<file path="src/design/json_response_validator_unit_macros.svh">
// Assertion macros for the JSON response validator.
// Included by modules that carry concurrent checks; no other dependencies.
`ifndef JSON_RESPONSE_VALIDATOR_UNIT_MACROS_SVH
`define JSON_RESPONSE_VALIDATOR_UNIT_MACROS_SVH

// Concurrent check on the rising clock edge, disabled while reset is low.
`define JRV_ASSERT(label, clk, rst_n, prop, msg) \
    label: assert property (@(posedge clk) disable iff (!rst_n) prop) else $error(msg);

`endif

</file>
<file path="src/design/jrv_pkg.sv">
// Types and constants for the JSON response validator.
// Used by json_response_validator_unit and the testbench; no dependencies.
package jrv_pkg;

    typedef enum logic [4:0] {
        PH_OPEN          = 5'd0,
        PH_KEY_OR_CLOSE  = 5'd1,
        PH_KEY           = 5'd2,
        PH_KSTR          = 5'd3,
        PH_KESC          = 5'd4,
        PH_KHEX          = 5'd5,
        PH_COLON         = 5'd6,
        PH_VALUE         = 5'd7,
        PH_ELEM_OR_CLOSE = 5'd8,
        PH_VSTR          = 5'd9,
        PH_VESC          = 5'd10,
        PH_VHEX          = 5'd11,
        PH_TRUE          = 5'd12,
        PH_FALSE         = 5'd13,
        PH_NULL          = 5'd14,
        PH_N_MINUS       = 5'd15,
        PH_N_ZERO        = 5'd16,
        PH_N_INT         = 5'd17,
        PH_N_DOT         = 5'd18,
        PH_N_FRAC        = 5'd19,
        PH_N_EXP         = 5'd20,
        PH_N_EXPSIGN     = 5'd21,
        PH_N_EXPDIG      = 5'd22,
        PH_VER           = 5'd23,
        PH_AFTER         = 5'd24,
        PH_DONE          = 5'd25,
        PH_FAIL          = 5'd26
    } phase_t;

    localparam logic [2:0] FAIL_NONE      = 3'd0;
    localparam logic [2:0] FAIL_TOO_LONG  = 3'd1;
    localparam logic [2:0] FAIL_SYNTAX    = 3'd2;
    localparam logic [2:0] FAIL_DUP       = 3'd3;
    localparam logic [2:0] FAIL_VERSION   = 3'd4;
    localparam logic [2:0] FAIL_MISSING   = 3'd5;
    localparam logic [2:0] FAIL_UNTERM    = 3'd6;

    localparam logic [1:0] KM_VERSION = 2'd1;
    localparam logic [1:0] KM_STATUS  = 2'd2;

    localparam logic [15:0] MAX_BYTES_RESET = 16'd1024;
    localparam logic [31:0] VERSION_MAX     = 32'h7FFF_FFFF;

    localparam int unsigned VER_KEY_LEN    = 16;
    localparam int unsigned STATUS_KEY_LEN = 6;

    // Character of the version member name at a position.
    function automatic logic [7:0] ver_key_char(input logic [4:0] pos);
        logic [7:0] ch;
        case (pos[3:0])
            4'd0:  ch = "p";
            4'd1:  ch = "r";
            4'd2:  ch = "o";
            4'd3:  ch = "t";
            4'd4:  ch = "o";
            4'd5:  ch = "c";
            4'd6:  ch = "o";
            4'd7:  ch = "l";
            4'd8:  ch = "_";
            4'd9:  ch = "v";
            4'd10: ch = "e";
            4'd11: ch = "r";
            4'd12: ch = "s";
            4'd13: ch = "i";
            4'd14: ch = "o";
            default: ch = "n";
        endcase
        return ch;
    endfunction

    function automatic logic [7:0] status_key_char(input logic [4:0] pos);
        logic [7:0] ch;
        case (pos[2:0])
            3'd0: ch = "s";
            3'd1: ch = "t";
            3'd2: ch = "a";
            3'd3: ch = "t";
            3'd4: ch = "u";
            default: ch = "s";
        endcase
        return ch;
    endfunction

    // Literal letters: word 0 true, 1 false, 2 null.
    function automatic logic [7:0] lit_char(input logic [1:0] w, input logic [2:0] pos);
        logic [7:0] ch;
        ch = 8'h00;
        case (w)
            2'd0:
            begin
                case (pos)
                    3'd0: ch = "t";
                    3'd1: ch = "r";
                    3'd2: ch = "u";
                    3'd3: ch = "e";
                    default: ch = 8'h00;
                endcase
            end
            2'd1:
            begin
                case (pos)
                    3'd0: ch = "f";
                    3'd1: ch = "a";
                    3'd2: ch = "l";
                    3'd3: ch = "s";
                    3'd4: ch = "e";
                    default: ch = 8'h00;
                endcase
            end
            default:
            begin
                case (pos)
                    3'd0: ch = "n";
                    3'd1: ch = "u";
                    3'd2: ch = "l";
                    3'd3: ch = "l";
                    default: ch = 8'h00;
                endcase
            end
        endcase
        return ch;
    endfunction

    function automatic logic [2:0] lit_len(input logic [1:0] w);
        return (w == 2'd1) ? 3'd5 : 3'd4;
    endfunction

    function automatic logic is_ws(input logic [7:0] c);
        return (c == 8'h20) || (c == 8'h09) || (c == 8'h0D) || (c == 8'h0A);
    endfunction

    function automatic logic is_digit(input logic [7:0] c);
        return (c >= "0") && (c <= "9");
    endfunction

    function automatic logic is_hex(input logic [7:0] c);
        return is_digit(c) || ((c >= "a") && (c <= "f")) || ((c >= "A") && (c <= "F"));
    endfunction

endpackage

</file>
<file path="src/design/json_response_validator_unit.sv">
// JSON response validator: one byte per beat, one result beat per input beat.
// The parse step is combinational: each accepted byte's result beat is
// registered into the output buffer. The block takes one byte per cycle
// while in_ready is high. A two-entry output buffer holds up to two result
// beats while out_ready is low; after that the input stalls until a beat leaves.
// rst_n clears parse state and the output queue pointers, and sets max_bytes_reg to 1024.
`include "json_response_validator_unit_macros.svh"

module json_response_validator_unit
    import jrv_pkg::*;
#(
    parameter int MAX_NEST = 9
)
(
    input  logic        clk,
    input  logic        rst_n,
    input  logic        psel,
    input  logic        penable,
    input  logic        pwrite,
    input  logic        paddr,
    input  logic [31:0] pwdata,
    output logic [31:0] prdata,
    output logic        pready,
    input  logic        in_valid,
    output logic        in_ready,
    input  logic [7:0]  msg_byte,
    input  logic        last_byte,
    output logic        out_valid,
    input  logic        out_ready,
    output logic        status_char_valid,
    output logic [7:0]  status_char,
    output logic        message_done,
    output logic        message_ok,
    output logic [2:0]  fail_code,
    output logic [30:0] version_value
);

    localparam int LW = $clog2(MAX_NEST + 1);
    localparam int KW = (MAX_NEST > 1) ? $clog2(MAX_NEST) : 1;

    typedef struct packed {
        logic        sv;
        logic [7:0]  sc;
        logic        done;
        logic        ok;
        logic [2:0]  code;
        logic [30:0] ver;
    } result_t;

    logic [15:0]         max_bytes_reg;
    phase_t              phase_reg, phase_next;
    logic [MAX_NEST-1:0] kinds_reg, kinds_next;
    logic [LW-1:0]       level_reg, level_next;
    logic [4:0]          kpos_reg, kpos_next;
    logic [1:0]          kmatch_reg, kmatch_next;
    logic [2:0]          tpos_reg, tpos_next;
    logic [31:0]         vacc_reg, vacc_next;
    logic [2:0]          vflags_reg, vflags_next;
    logic                have_ver_reg, have_ver_next;
    logic                have_stat_reg, have_stat_next;
    logic [15:0]         count_reg, count_next;
    logic [2:0]          fail_reg, fail_next;

    // Two-entry output queue.
    result_t buf_reg [2];
    logic    rd_ptr_reg, wr_ptr_reg;
    logic [1:0] fill_reg;

    logic    accept, pop;
    result_t res;

    assign pready = 1'b1;
    assign prdata = {16'h0000, (paddr == 1'b0) ? max_bytes_reg : 16'h0000};

    always_ff @(posedge clk or negedge rst_n)
    begin
        if (!rst_n)
        begin
            max_bytes_reg <= MAX_BYTES_RESET;
        end
        else if (psel && penable && pwrite && (paddr == 1'b0))
        begin
            max_bytes_reg <= pwdata[15:0];
        end
    end

    assign in_ready  = (fill_reg != 2'd2);
    assign accept    = in_valid && in_ready;
    assign out_valid = (fill_reg != 2'd0);
    assign pop       = out_valid && out_ready;

    // ---------------- parse step ----------------
    always_comb
    begin
        logic [7:0]  c;
        logic        in_obj;
        logic        emit_v;
        logic [7:0]  emit_c;
        logic        dlv;
        logic [7:0]  dch;
        logic        key;
        logic [1:0]  m;
        logic [35:0] prod;
        logic [31:0] d;
        logic [1:0]  w;
        logic [KW-1:0] top;
        logic        do_after;
        logic [2:0]  code;

        c = msg_byte;
        phase_next = phase_reg;
        kinds_next = kinds_reg;
        level_next = level_reg;
        kpos_next = kpos_reg;
        kmatch_next = kmatch_reg;
        tpos_next = tpos_reg;
        vacc_next = vacc_reg;
        vflags_next = vflags_reg;
        have_ver_next = have_ver_reg;
        have_stat_next = have_stat_reg;
        count_next = count_reg;
        fail_next = fail_reg;
        emit_v = 1'b0;
        emit_c = 8'h00;
        dlv = 1'b0;
        dch = 8'h00;
        key = (phase_reg == PH_KSTR) || (phase_reg == PH_KESC) || (phase_reg == PH_KHEX);
        m = 2'b00;
        prod = 36'd0;
        d = {28'd0, c[3:0]};
        w = 2'd0;
        top = KW'(level_reg - LW'(1));
        in_obj = (level_reg == '0) || (kinds_reg[top] == 1'b0);
        do_after = 1'b0;
        code = FAIL_NONE;

        if (count_reg >= max_bytes_reg)
        begin
            fail_next = FAIL_TOO_LONG;
            phase_next = PH_FAIL;
        end
        else
        begin
            count_next = count_reg + 16'd1;
            unique case (phase_reg)
                PH_KSTR, PH_VSTR:
                begin
                    if (c == "\"")
                    begin
                        if (key)
                        begin
                            if (level_reg == '0)
                            begin
                                m[0] = kmatch_reg[0] && (kpos_reg == 5'(VER_KEY_LEN));
                                m[1] = kmatch_reg[1] && (kpos_reg == 5'(STATUS_KEY_LEN));
                                kmatch_next = m;
                            end
                            phase_next = PH_COLON;
                        end
                        else
                        begin
                            phase_next = PH_AFTER;
                        end
                    end
                    else if (c < 8'h20)
                    begin
                        code = FAIL_SYNTAX;
                    end
                    else if (c == "\\")
                    begin
                        phase_next = key ? PH_KESC : PH_VESC;
                    end
                    else
                    begin
                        dlv = 1'b1;
                        dch = c;
                    end
                end
                PH_KESC, PH_VESC:
                begin
                    phase_next = key ? PH_KSTR : PH_VSTR;
                    dlv = 1'b1;
                    case (c)
                        "\"", "\\", "/": dch = c;
                        "b": dch = 8'h08;
                        "f": dch = 8'h0C;
                        "n": dch = 8'h0A;
                        "r": dch = 8'h0D;
                        "t": dch = 8'h09;
                        "u":
                        begin
                            dlv = 1'b0;
                            tpos_next = 3'd0;
                            phase_next = key ? PH_KHEX : PH_VHEX;
                        end
                        default:
                        begin
                            dlv = 1'b0;
                            code = FAIL_SYNTAX;
                        end
                    endcase
                end
                PH_KHEX, PH_VHEX:
                begin
                    if (!is_hex(c))
                    begin
                        code = FAIL_SYNTAX;
                    end
                    else
                    begin
                        tpos_next = tpos_reg + 3'd1;
                        if (tpos_reg >= 3'd3)
                        begin
                            dlv = 1'b1;
                            dch = "?";
                            phase_next = key ? PH_KSTR : PH_VSTR;
                        end
                    end
                end
                PH_TRUE, PH_FALSE, PH_NULL:
                begin
                    w = 2'(phase_reg - PH_TRUE);
                    if ((tpos_reg >= lit_len(w)) || (lit_char(w, tpos_reg) != c))
                    begin
                        code = FAIL_SYNTAX;
                    end
                    else
                    begin
                        tpos_next = tpos_reg + 3'd1;
                        if (tpos_next >= lit_len(w))
                        begin
                            phase_next = PH_AFTER;
                        end
                    end
                end
                PH_OPEN:
                begin
                    if (c == "{")
                    begin
                        level_next = '0;
                        phase_next = PH_KEY_OR_CLOSE;
                    end
                    else if (!is_ws(c))
                    begin
                        code = FAIL_SYNTAX;
                    end
                end
                PH_KEY_OR_CLOSE, PH_KEY:
                begin
                    if ((c == "}") && (phase_reg == PH_KEY_OR_CLOSE))
                    begin
                        if (level_reg == '0)
                        begin
                            phase_next = PH_DONE;
                        end
                        else
                        begin
                            level_next = level_reg - LW'(1);
                            phase_next = PH_AFTER;
                        end
                    end
                    else if (c == "\"")
                    begin
                        if (level_reg == '0)
                        begin
                            kpos_next = 5'd0;
                            kmatch_next = 2'b11;
                        end
                        phase_next = PH_KSTR;
                    end
                    else if (!is_ws(c))
                    begin
                        code = FAIL_SYNTAX;
                    end
                end
                PH_COLON:
                begin
                    if (c == ":")
                    begin
                        phase_next = PH_VALUE;
                        if ((level_reg == '0) && (kmatch_reg == KM_VERSION))
                        begin
                            if (have_ver_reg)
                            begin
                                code = FAIL_DUP;
                            end
                            else
                            begin
                                have_ver_next = 1'b1;
                                vacc_next = 32'd0;
                                vflags_next = 3'd0;
                            end
                        end
                        else if ((level_reg == '0) && (kmatch_reg == KM_STATUS))
                        begin
                            if (have_stat_reg)
                            begin
                                code = FAIL_DUP;
                            end
                            else
                            begin
                                have_stat_next = 1'b1;
                            end
                        end
                    end
                    else if (!is_ws(c))
                    begin
                        code = FAIL_SYNTAX;
                    end
                end
                PH_VALUE, PH_ELEM_OR_CLOSE, PH_VER:
                begin
                    if ((phase_reg == PH_ELEM_OR_CLOSE) && (c == "]"))
                    begin
                        if (level_reg == '0)
                        begin
                            phase_next = PH_DONE;
                        end
                        else
                        begin
                            level_next = level_reg - LW'(1);
                            phase_next = PH_AFTER;
                        end
                    end
                    else if ((phase_reg != PH_VER) && is_ws(c))
                    begin
                        phase_next = phase_reg;
                    end
                    else if ((phase_reg == PH_VER) ||
                             ((phase_reg == PH_VALUE) && (level_reg == '0) &&
                              (kmatch_reg == KM_VERSION)))
                    begin
                        // Version number digits, accumulated as they arrive.
                        phase_next = PH_VER;
                        if ((c == "-") && (vflags_reg == 3'd0))
                        begin
                            vflags_next = 3'd1;
                        end
                        else if (is_digit(c))
                        begin
                            if (!vflags_reg[2])
                            begin
                                vflags_next = vflags_reg | 3'b100;
                                if (d == 32'd0)
                                begin
                                    vflags_next[1] = 1'b1;
                                    vacc_next = d;
                                end
                                else if (vflags_reg[0])
                                begin
                                    code = FAIL_VERSION;
                                end
                                else
                                begin
                                    vacc_next = d;
                                end
                            end
                            else
                            begin
                                prod = {vacc_reg, 3'b000} + {vacc_reg, 1'b0} + {4'd0, d};
                                if (vflags_reg[1] || (prod > {4'd0, VERSION_MAX}))
                                begin
                                    code = FAIL_VERSION;
                                end
                                else
                                begin
                                    vacc_next = prod[31:0];
                                end
                            end
                        end
                        else if (!vflags_reg[2] || (c == ".") || (c == "e") || (c == "E"))
                        begin
                            code = FAIL_VERSION;
                        end
                        else
                        begin
                            do_after = 1'b1;
                        end
                    end
                    else if ((phase_reg == PH_VALUE) && (level_reg == '0) &&
                             (kmatch_reg == KM_STATUS))
                    begin
                        if (c == "\"")
                        begin
                            phase_next = PH_VSTR;
                        end
                        else
                        begin
                            code = FAIL_SYNTAX;
                        end
                    end
                    else if (level_reg >= LW'(MAX_NEST))
                    begin
                        code = FAIL_SYNTAX;
                    end
                    else
                    begin
                        tpos_next = 3'd1;
                        case (c)
                            "\"": phase_next = PH_VSTR;
                            "{":
                            begin
                                kinds_next[KW'(level_reg)] = 1'b0;
                                level_next = level_reg + LW'(1);
                                phase_next = PH_KEY_OR_CLOSE;
                            end
                            "[":
                            begin
                                kinds_next[KW'(level_reg)] = 1'b1;
                                level_next = level_reg + LW'(1);
                                phase_next = PH_ELEM_OR_CLOSE;
                            end
                            "t": phase_next = PH_TRUE;
                            "f": phase_next = PH_FALSE;
                            "n": phase_next = PH_NULL;
                            "-": phase_next = PH_N_MINUS;
                            "0": phase_next = PH_N_ZERO;
                            default:
                            begin
                                if (is_digit(c))
                                begin
                                    phase_next = PH_N_INT;
                                end
                                else
                                begin
                                    code = FAIL_SYNTAX;
                                end
                            end
                        endcase
                    end
                end
                PH_N_MINUS:
                begin
                    if (c == "0")
                        phase_next = PH_N_ZERO;
                    else if (is_digit(c))
                        phase_next = PH_N_INT;
                    else
                        code = FAIL_SYNTAX;
                end
                PH_N_ZERO, PH_N_INT:
                begin
                    if (is_digit(c))
                    begin
                        if (phase_reg == PH_N_ZERO)
                            code = FAIL_SYNTAX;
                    end
                    else if (c == ".")
                        phase_next = PH_N_DOT;
                    else if ((c == "e") || (c == "E"))
                        phase_next = PH_N_EXP;
                    else
                        do_after = 1'b1;
                end
                PH_N_DOT:
                begin
                    if (is_digit(c))
                        phase_next = PH_N_FRAC;
                    else
                        code = FAIL_SYNTAX;
                end
                PH_N_FRAC:
                begin
                    if ((c == "e") || (c == "E"))
                        phase_next = PH_N_EXP;
                    else if (!is_digit(c))
                        do_after = 1'b1;
                end
                PH_N_EXP:
                begin
                    if ((c == "+") || (c == "-"))
                        phase_next = PH_N_EXPSIGN;
                    else if (is_digit(c))
                        phase_next = PH_N_EXPDIG;
                    else
                        code = FAIL_SYNTAX;
                end
                PH_N_EXPSIGN:
                begin
                    if (is_digit(c))
                        phase_next = PH_N_EXPDIG;
                    else
                        code = FAIL_SYNTAX;
                end
                PH_N_EXPDIG:
                begin
                    if (!is_digit(c))
                        do_after = 1'b1;
                end
                PH_AFTER:
                begin
                    do_after = 1'b1;
                end
                PH_DONE:
                begin
                    if (!is_ws(c))
                        code = FAIL_SYNTAX;
                end
                default:
                begin
                    phase_next = phase_reg;
                end
            endcase

            if (do_after)
            begin
                phase_next = PH_AFTER;
                if (is_ws(c))
                begin
                    phase_next = PH_AFTER;
                end
                else if (c == ",")
                begin
                    phase_next = in_obj ? PH_KEY : PH_VALUE;
                end
                else if (((c == "}") && in_obj) || ((c == "]") && !in_obj))
                begin
                    if (level_reg == '0)
                    begin
                        phase_next = PH_DONE;
                    end
                    else
                    begin
                        level_next = level_reg - LW'(1);
                        phase_next = PH_AFTER;
                    end
                end
                else
                begin
                    code = FAIL_SYNTAX;
                end
            end

            // Decoded string characters go to key matching or the status output.
            if (dlv && (code == FAIL_NONE) && (level_reg == '0))
            begin
                if (key)
                begin
                    m = kmatch_reg;
                    if ((kpos_reg >= 5'(VER_KEY_LEN)) || (ver_key_char(kpos_reg) != dch))
                        m[0] = 1'b0;
                    if ((kpos_reg >= 5'(STATUS_KEY_LEN)) || (status_key_char(kpos_reg) != dch))
                        m[1] = 1'b0;
                    kmatch_next = m;
                    if (kpos_reg != 5'd31)
                        kpos_next = kpos_reg + 5'd1;
                end
                else if (kmatch_reg == KM_STATUS)
                begin
                    emit_v = 1'b1;
                    emit_c = dch;
                end
            end

            if (code != FAIL_NONE)
            begin
                if (fail_reg == FAIL_NONE)
                    fail_next = code;
                phase_next = PH_FAIL;
            end
        end

        res.sv   = emit_v;
        res.sc   = emit_c;
        res.done = last_byte;
        res.ok   = 1'b0;
        res.code = FAIL_NONE;
        res.ver  = 31'd0;
        if (last_byte)
        begin
            if (fail_next != FAIL_NONE)
                res.code = fail_next;
            else if ((phase_next == PH_VER) && !vflags_next[2])
                res.code = FAIL_VERSION;
            else if (phase_next != PH_DONE)
                res.code = FAIL_UNTERM;
            else if (!have_ver_next || !have_stat_next)
                res.code = FAIL_MISSING;
            else
            begin
                res.ok  = 1'b1;
                res.ver = vacc_next[30:0];
            end
        end
    end

    always_ff @(posedge clk or negedge rst_n)
    begin
        if (!rst_n)
        begin
            phase_reg     <= PH_OPEN;
            kinds_reg     <= '0;
            level_reg     <= '0;
            kpos_reg      <= 5'd0;
            kmatch_reg    <= 2'd0;
            tpos_reg      <= 3'd0;
            vacc_reg      <= 32'd0;
            vflags_reg    <= 3'd0;
            have_ver_reg  <= 1'b0;
            have_stat_reg <= 1'b0;
            count_reg     <= 16'd0;
            fail_reg      <= FAIL_NONE;
        end
        else if (accept)
        begin
            if (last_byte)
            begin
                phase_reg     <= PH_OPEN;
                kinds_reg     <= '0;
                level_reg     <= '0;
                kpos_reg      <= 5'd0;
                kmatch_reg    <= 2'd0;
                tpos_reg      <= 3'd0;
                vacc_reg      <= 32'd0;
                vflags_reg    <= 3'd0;
                have_ver_reg  <= 1'b0;
                have_stat_reg <= 1'b0;
                count_reg     <= 16'd0;
                fail_reg      <= FAIL_NONE;
            end
            else
            begin
                phase_reg     <= phase_next;
                kinds_reg     <= kinds_next;
                level_reg     <= level_next;
                kpos_reg      <= kpos_next;
                kmatch_reg    <= kmatch_next;
                tpos_reg      <= tpos_next;
                vacc_reg      <= vacc_next;
                vflags_reg    <= vflags_next;
                have_ver_reg  <= have_ver_next;
                have_stat_reg <= have_stat_next;
                count_reg     <= count_next;
                fail_reg      <= fail_next;
            end
        end
    end

    always_ff @(posedge clk)
    begin
        if (accept)
            buf_reg[wr_ptr_reg] <= res;
    end

    always_ff @(posedge clk or negedge rst_n)
    begin
        if (!rst_n)
        begin
            rd_ptr_reg <= 1'b0;
            wr_ptr_reg <= 1'b0;
            fill_reg   <= 2'd0;
        end
        else
        begin
            if (accept)
                wr_ptr_reg <= ~wr_ptr_reg;
            if (pop)
                rd_ptr_reg <= ~rd_ptr_reg;
            fill_reg <= fill_reg + {1'b0, accept} - {1'b0, pop};
        end
    end

    assign status_char_valid = buf_reg[rd_ptr_reg].sv;
    assign status_char       = buf_reg[rd_ptr_reg].sc;
    assign message_done      = buf_reg[rd_ptr_reg].done;
    assign message_ok        = buf_reg[rd_ptr_reg].ok;
    assign fail_code         = buf_reg[rd_ptr_reg].code;
    assign version_value     = buf_reg[rd_ptr_reg].ver;

    `JRV_ASSERT(a_fill_range, clk, rst_n, (fill_reg != 2'd3), "output queue fill out of range")
    `JRV_ASSERT(a_nest_bound, clk, rst_n, (level_reg <= LW'(MAX_NEST)), "nesting level overflow")
    `JRV_ASSERT(a_ok_code, clk, rst_n, (out_valid && message_ok) |-> (fail_code == FAIL_NONE && message_done), "accepted message with fail code")
    `JRV_ASSERT(a_fail_sticky, clk, rst_n, (accept && !last_byte && fail_reg != FAIL_NONE && fail_next != FAIL_TOO_LONG) |=> (fail_reg == $past(fail_reg)), "first failure overwritten")

endmodule

</file>
<file path="config.mk">
export PLATFORM = sky130hd
export DESIGN_NAME = json_response_validator_unit
export DESIGN_NICKNAME = d
export VERILOG_FILES = /design/src/design/jrv_pkg.sv /design/src/design/json_response_validator_unit.sv
export VERILOG_INCLUDE_DIRS = /design/src /design/src/design
export SDC_FILE = /design/constraint.sdc
export NUM_CORES = 1
export LEC_CHECK = 0
export ABC_AREA = 1
export BUFFER_PORTS_ARGS = -buffer_cell sky130_fd_sc_hd__buf_2
export CAP_MARGIN = 20
export CORE_MARGIN = 3
export CORE_UTILIZATION = 63
export DETAILED_ROUTE_END_ITERATION = 10
export PLACE_DENSITY = 0.83
export SYNTH_ARGS = -nofsm -noshare
export SYNTH_HDL_FRONTEND = slang
export SYNTH_SLANG_ARGS = --single-unit
</file>
<file path="constraint.sdc">
create_clock -name clk -period 9.38 [get_ports clk]
set_clock_uncertainty 0.15 [all_clocks]
set_input_delay 0.469 -clock clk [delete_from_list [all_inputs] [get_ports clk]]
set_output_delay 0.469 -clock clk [all_outputs]
set_load 0.01 [all_outputs]
</file>
==> Word-level counts from Yosys, hierarchy flattened <==
Memory sizes are Yosys's and may differ from the RTL's.
Cells that the tools add are included.
{ "op_classes": {"addsub": 10, "multipliers": 0, "n_mux": 255, "n_eq_ne": 99, "n_bitwise": 7, "reduce_logical": 88, "shifts": 0, "n_lt_le_gt_ge": 18, "div": 0} }
{ "ops": {"columns": ["op", "n"], "rows": [
  ["32-bit 2-to-1 mux", 14],
  ["5-bit 2-to-1 mux", 41],
  ["3-bit 2-to-1 mux", 49],
  ["8-bit 2-to-1 mux", 16],
  ["31-bit 2-to-1 mux", 4],
  ["8-bit by 7-bit equality test with 1-bit output (second input constant)", 13],
  ["4-bit 2-to-1 mux", 20],
  ["8-bit by 6-bit equality test with 1-bit output (second input constant)", 9],
  ["9-bit 2-to-1 mux", 8],
  ["5-bit one-hot mux with 14 select lines", 1],
  ["32-bit one-hot mux with 2 select lines", 1],
  ["5-bit equality test (second input constant)", 12],
  ["2-bit 2-to-1 mux", 29],
  ["1-bit 2-to-1 mux", 48],
  ["16-bit 2-to-1 mux", 3],
  ["8-bit one-hot mux with 6 select lines", 1],
  ["3-bit != test (second input constant)", 15],
  ["5-bit by 4-bit equality test with 1-bit output (second input constant)", 8],
  ["5-bit one-hot mux with 8 select lines", 1],
  ["3-bit one-hot mux with 13 select lines", 1],
  ["35-bit by 33-bit adder with 36-bit output", 1],
  ["36-bit by 4-bit adder with 36-bit output", 1],
  ["36-bit by 31-bit > comparator with 1-bit output (second input constant)", 1],
  ["35-bit 2-to-1 mux", 1],
  ["other kinds (76)", 179]
]} }
{ "totals": {"in_bits": 49, "n_memories": 2, "mem_bits_rw": 90, "register_bits": 104, "latchBits": 0, "out_inout_bits": 80, "romBits": 96, "elab_cells": 499} }
{ "mem_list": {"columns": ["name", "depth", "width", "read_ports", "rd_clocked_by_memory_dff", "write_ports", "line_no", "rtl"], "rows": [
  ["(name not given)", 16, 6, 1, 0, 0, "jrv_pkg.sv:55", "case (pos[3:0])"],
  ["buf_reg", 2, 45, 1, 0, 1, "json_response_validator_unit.sv:65", "result_t buf_reg [2];"]
]} }

==> Depth between registers and ports, before layout <==
{ "logic_depth": {"word_depth": 29, "mapped_depth": 27, "mapped_depth_nobuf": 26} }

==> Least setup slack after synthesis <==
OpenSTA, ideal clock, no wires.
{ "synth_timing": {"path_type": "in2reg", "startpoint": "in msg_byte[3]", "endpoint": "mem buf_reg[0][20] (netlist name), data pin", "path_stages": 27, "arrival_time_ns": 3.445, "setup_slack_ns": 5.520, "cell_sequence": "inv_1 -> fa_1 -> inv_1 -> fa_1 -> nand3_1 -> nand2_1 -> nand2_1 -> nand2_1 -> nand2_1 -> nand2_1 -> nand2_1 -> nand2_1 -> nand2_1 -> nand2_1 -> nor2_1 -> nand3_1 -> nand2_2 -> nand2_1 -> nand2_1 -> nand2_1 -> nor2_1 -> nor2_1 -> nand2_1 -> inv_2 -> nand3_4 -> buf_6 -> nor2_4"} }
{ "synth_lines": {"columns": ["item", "line_no", "rtl"], "rows": [
  ["start, declared", "json_response_validator_unit.sv:26", "input logic [7:0] msg_byte,"],
  ["end, declared", "json_response_validator_unit.sv:65", null]
]} }

==> results.cfg <==
[floorplan]
pin_count = 129
row_count = 56
dieArea_um2 = 26600
core_um2 = 23800
die_w_um = 163
start_util = 0.652
fp.dieH_um = 163

[global_routing]
grtUsageTotal = 0.361
grt_pass1_wl_um = 77100
antenna_found_initial = 2
grt_max_degree = 62
grt_overflow = 0
grt_pass1_vias = 15300

[clock_tree]
path_clk_slew_ns = 0.09
cts-root-buf = clkbuf_16
htree_levels = 4
cts_tree = yes
cts.sink_count = 194
cts_inserted_buffers = 17
clkLatencyLatePin_ns = 0.45
clockBufferDepth = 2

[logic_synthesis]
syn_area_um2 = 15500
ys_warn_count = 0
syn_inst = 2192
yosys_most_used_dff = dfrtp_1
yosysUniqueCellTypes = 56
synth.yosys.seq_area_share = 0.341
syn_avg_cell_area_um2 = 7.09
synthArstFlopShare = 0.536
ys_seq_elements = 194
synth_edf_count = 90

[sta]
rsz0062_at_grt = no
fin_crit_sh = 0.553
fin_setup_tns_ns = 0
maxSlewHeadroom = 0.308
tightest_slew_ns = 1.04
period_minus_slack_ns = 5.18
final-setup-viol-count = 0
finalHoldViolations = 0
fmax_mhz = 193
slew_violations = 0

[detailed_routing]
via_per_inst = 5.99
drc_errors = 0
wirelength_um = 47700
drtPass1Iterations = 8
first_iter_violations = 1787
wl_per_cell_um = 18.4
antenna_left = 0
vias = 15600

[finish]
fillCellCount = 1973
postLayoutCellArea_um2 = 16800
largest_register_ffs = 90
area_growth_pct = 8.15
drive_gt1_frac = 0.111
nets = 2418
final_cell_mix = nand2_1, inv_1, nor2_1, a21oi_1, nand3_1
final_cells = 2598
layout.cells.most_common = nand2_1

[power_and_ir_drop]
p_clk_frac = 0.203
power.internal_mw = 1.93
power.density_nw_per_um2 = 218
switching_share = 0.474
p_leak_nw = 8.40
p_sw_mw = 1.74
pwr-share-seq = 0.320
combinationalPowerShare = 0.478
worst_ir_drop_vdd_v = 0.000278

[placed_design]
place_area_um2 = 16200
place_inst = 2562
dp_hpwl_um = 35500
numPortBuffers = 95
place_congestion = 1.06

[worst_setup_path]
cpPeakStageDelay_ns = 0.69
path_cells = inv_1 > ha_1 > nand2_1 > nor2_1 > o21ai_1 > nand2_1 > nor2_1 > o21ai_1 > a211oi_1 > nand2_1 > nand2_1 > nor2_1 > nor2_1 > nand2_1 > inv_2 > nand3_4 > nor2_1
cp-end-kind = flop
startpoint_type = flop
r2r-start = level_reg[0]
critPathKind = reg2reg
slowest_stage = dfrtp_1
cp-startpoint = level_reg[0]
crit_required_ns = 9.48
crit_fanout = 32
crit_arrival_ns = 5.28

[flow_run]
maxCapViolations = 0

[status]
status = finished, final reports clean

[worst_hold_path]
hold_path.class = in2reg
min_from = pwdata[10]
==> path summary, 6_finish.rpt <==
| path | to | cells past startpoint | slack [ns] |
|---|---|---|---|
| worst min-delay path | max_bytes_reg[10] | 3 | 0.10 |
| worst max register to register | buf_reg[1][30] | 17 | 4.20 |
| worst max-delay path | buf_reg[1][30] | 17 | 4.20 |
| max in group asynchronous | kmatch_reg[0] | 3 | 7.32 |
| min in group asynchronous | vacc_reg[19] | 2 | 0.44 |
| worst min register to register | max_bytes_reg[10] | 2 | 0.38 |
==> worst max-delay path: cells and delay by family (launching register included) <==
family                     cells  cell delay, ns
adders and majority gates      1            0.34
AOI/OAI and AO/OA              3            0.88
and+or+nand+nor               11            2.55
DFF                            1            0.69
buffers and inverters          2            0.37
==> layer usage <==
metal | GRT usage | routed length, µm | vias to the layer above
met2 | 0.613 | 22600 | 848
met5 | 0 | 0 | -
met1 | 0.457 | 19000 | 7201
li1 | - | - | 7374
met4 | 0.157 | 1940 | 0
met3 | 0.0591 | 4200 | 145
==> layout make-up <==
cell class                 instances  area [µm²]  share of cell area
clock buffer                      17         425              0.0253
multi-input combinational       1673        8900               0.530
clock inverter                    15         161             0.00960
sequential                       194        5310               0.316
inverter                         268        1010              0.0599
timing repair buffer             110         601              0.0357
tap                              319         399              0.0238
antenna                            2        5.00            0.000298
==> logic make-up after synthesis <==
kind of cell	after synthesis	share of synthesized area
AOI/OAI and AO/OA	377	0.141
adders and majority gates	105	0.0855
xor gates and xnor gates	36	0.0203
DFF	194	0.341
other	2	0.000483
buffers and inverters	340	0.0903
and+or+nand+nor	1138	0.321
==> Yosys cell counts (all sizes together) (2+ instances only) <==
cell type / instances / area, µm²
o21ai: 124 / 628
xnor2: 16 / 140
a22oi: 19 / 143
clkbuf: 31 / 116
o22ai: 19 / 119
o211ai: 23 / 173
nor2: 261 / 1270
nand4: 32 / 200
nand3: 132 / 688
a31o: 4 / 35.0
or2: 12 / 75.1
o2111ai: 5 / 43.8
nand2: 654 / 2490
conb: 2 / 7.51
nor3b: 3 / 22.5
inv: 263 / 987
nor4: 7 / 43.8
buf: 41 / 280
fa: 2 / 40.0
and3: 4 / 25.0
a32oi: 2 / 17.5
clkinv: 5 / 18.8
nand3b: 4 / 30.0
nor3: 28 / 140
ha: 103 / 1290
a21boi: 5 / 37.5
dfrtp: 103 / 2580
a31oi: 14 / 87.6
o21bai: 8 / 60.1
o21a: 3 / 22.5
xor2: 20 / 175
edfxtp: 90 / 2700
a21oi: 133 / 677
a211oi: 6 / 45.0
o31ai: 9 / 72.6
==> power groups by stage <==
| stage | sequential (mW) | clock [mW] | combinational [mW] |
|---|---|---|---|
| floorplan | 1.15 | 0 | 1.18 |
| finish | 1.17 | 0.745 | 1.75 |
| global route | 1.19 | 0.780 | 1.93 |
| CTS | 1.17 | 0.747 | 1.71 |
| global placement | 1.18 | 0 | 1.66 |
| detailed placement | 1.19 | 0 | 1.70 |
==> stage by stage <==
step | setup WS, ns | utilization | power, mW | hold WS (ns)
floorplan | 5.52 | - | 2.33 | 0.0234
global placement | 4.05 | 0.679 | 2.84 | 0.351
detailed placement | 3.94 | 0.680 | 2.89 | 0.367
CTS | 4.33 | 0.705 | 3.63 | 0.0949
global route | 3.88 | 0.705 | 3.90 | 0.104
finish | 4.20 | 0.705 | 3.67 | 0.103
==> repair_timing <==
action                    4_1_cts  5_1_grt
resized for setup               0        0
hold buffers                    1        0
hold endpoints to repair       43        0
setup buffers                   0        0
(Power assumes the default switching activity.)
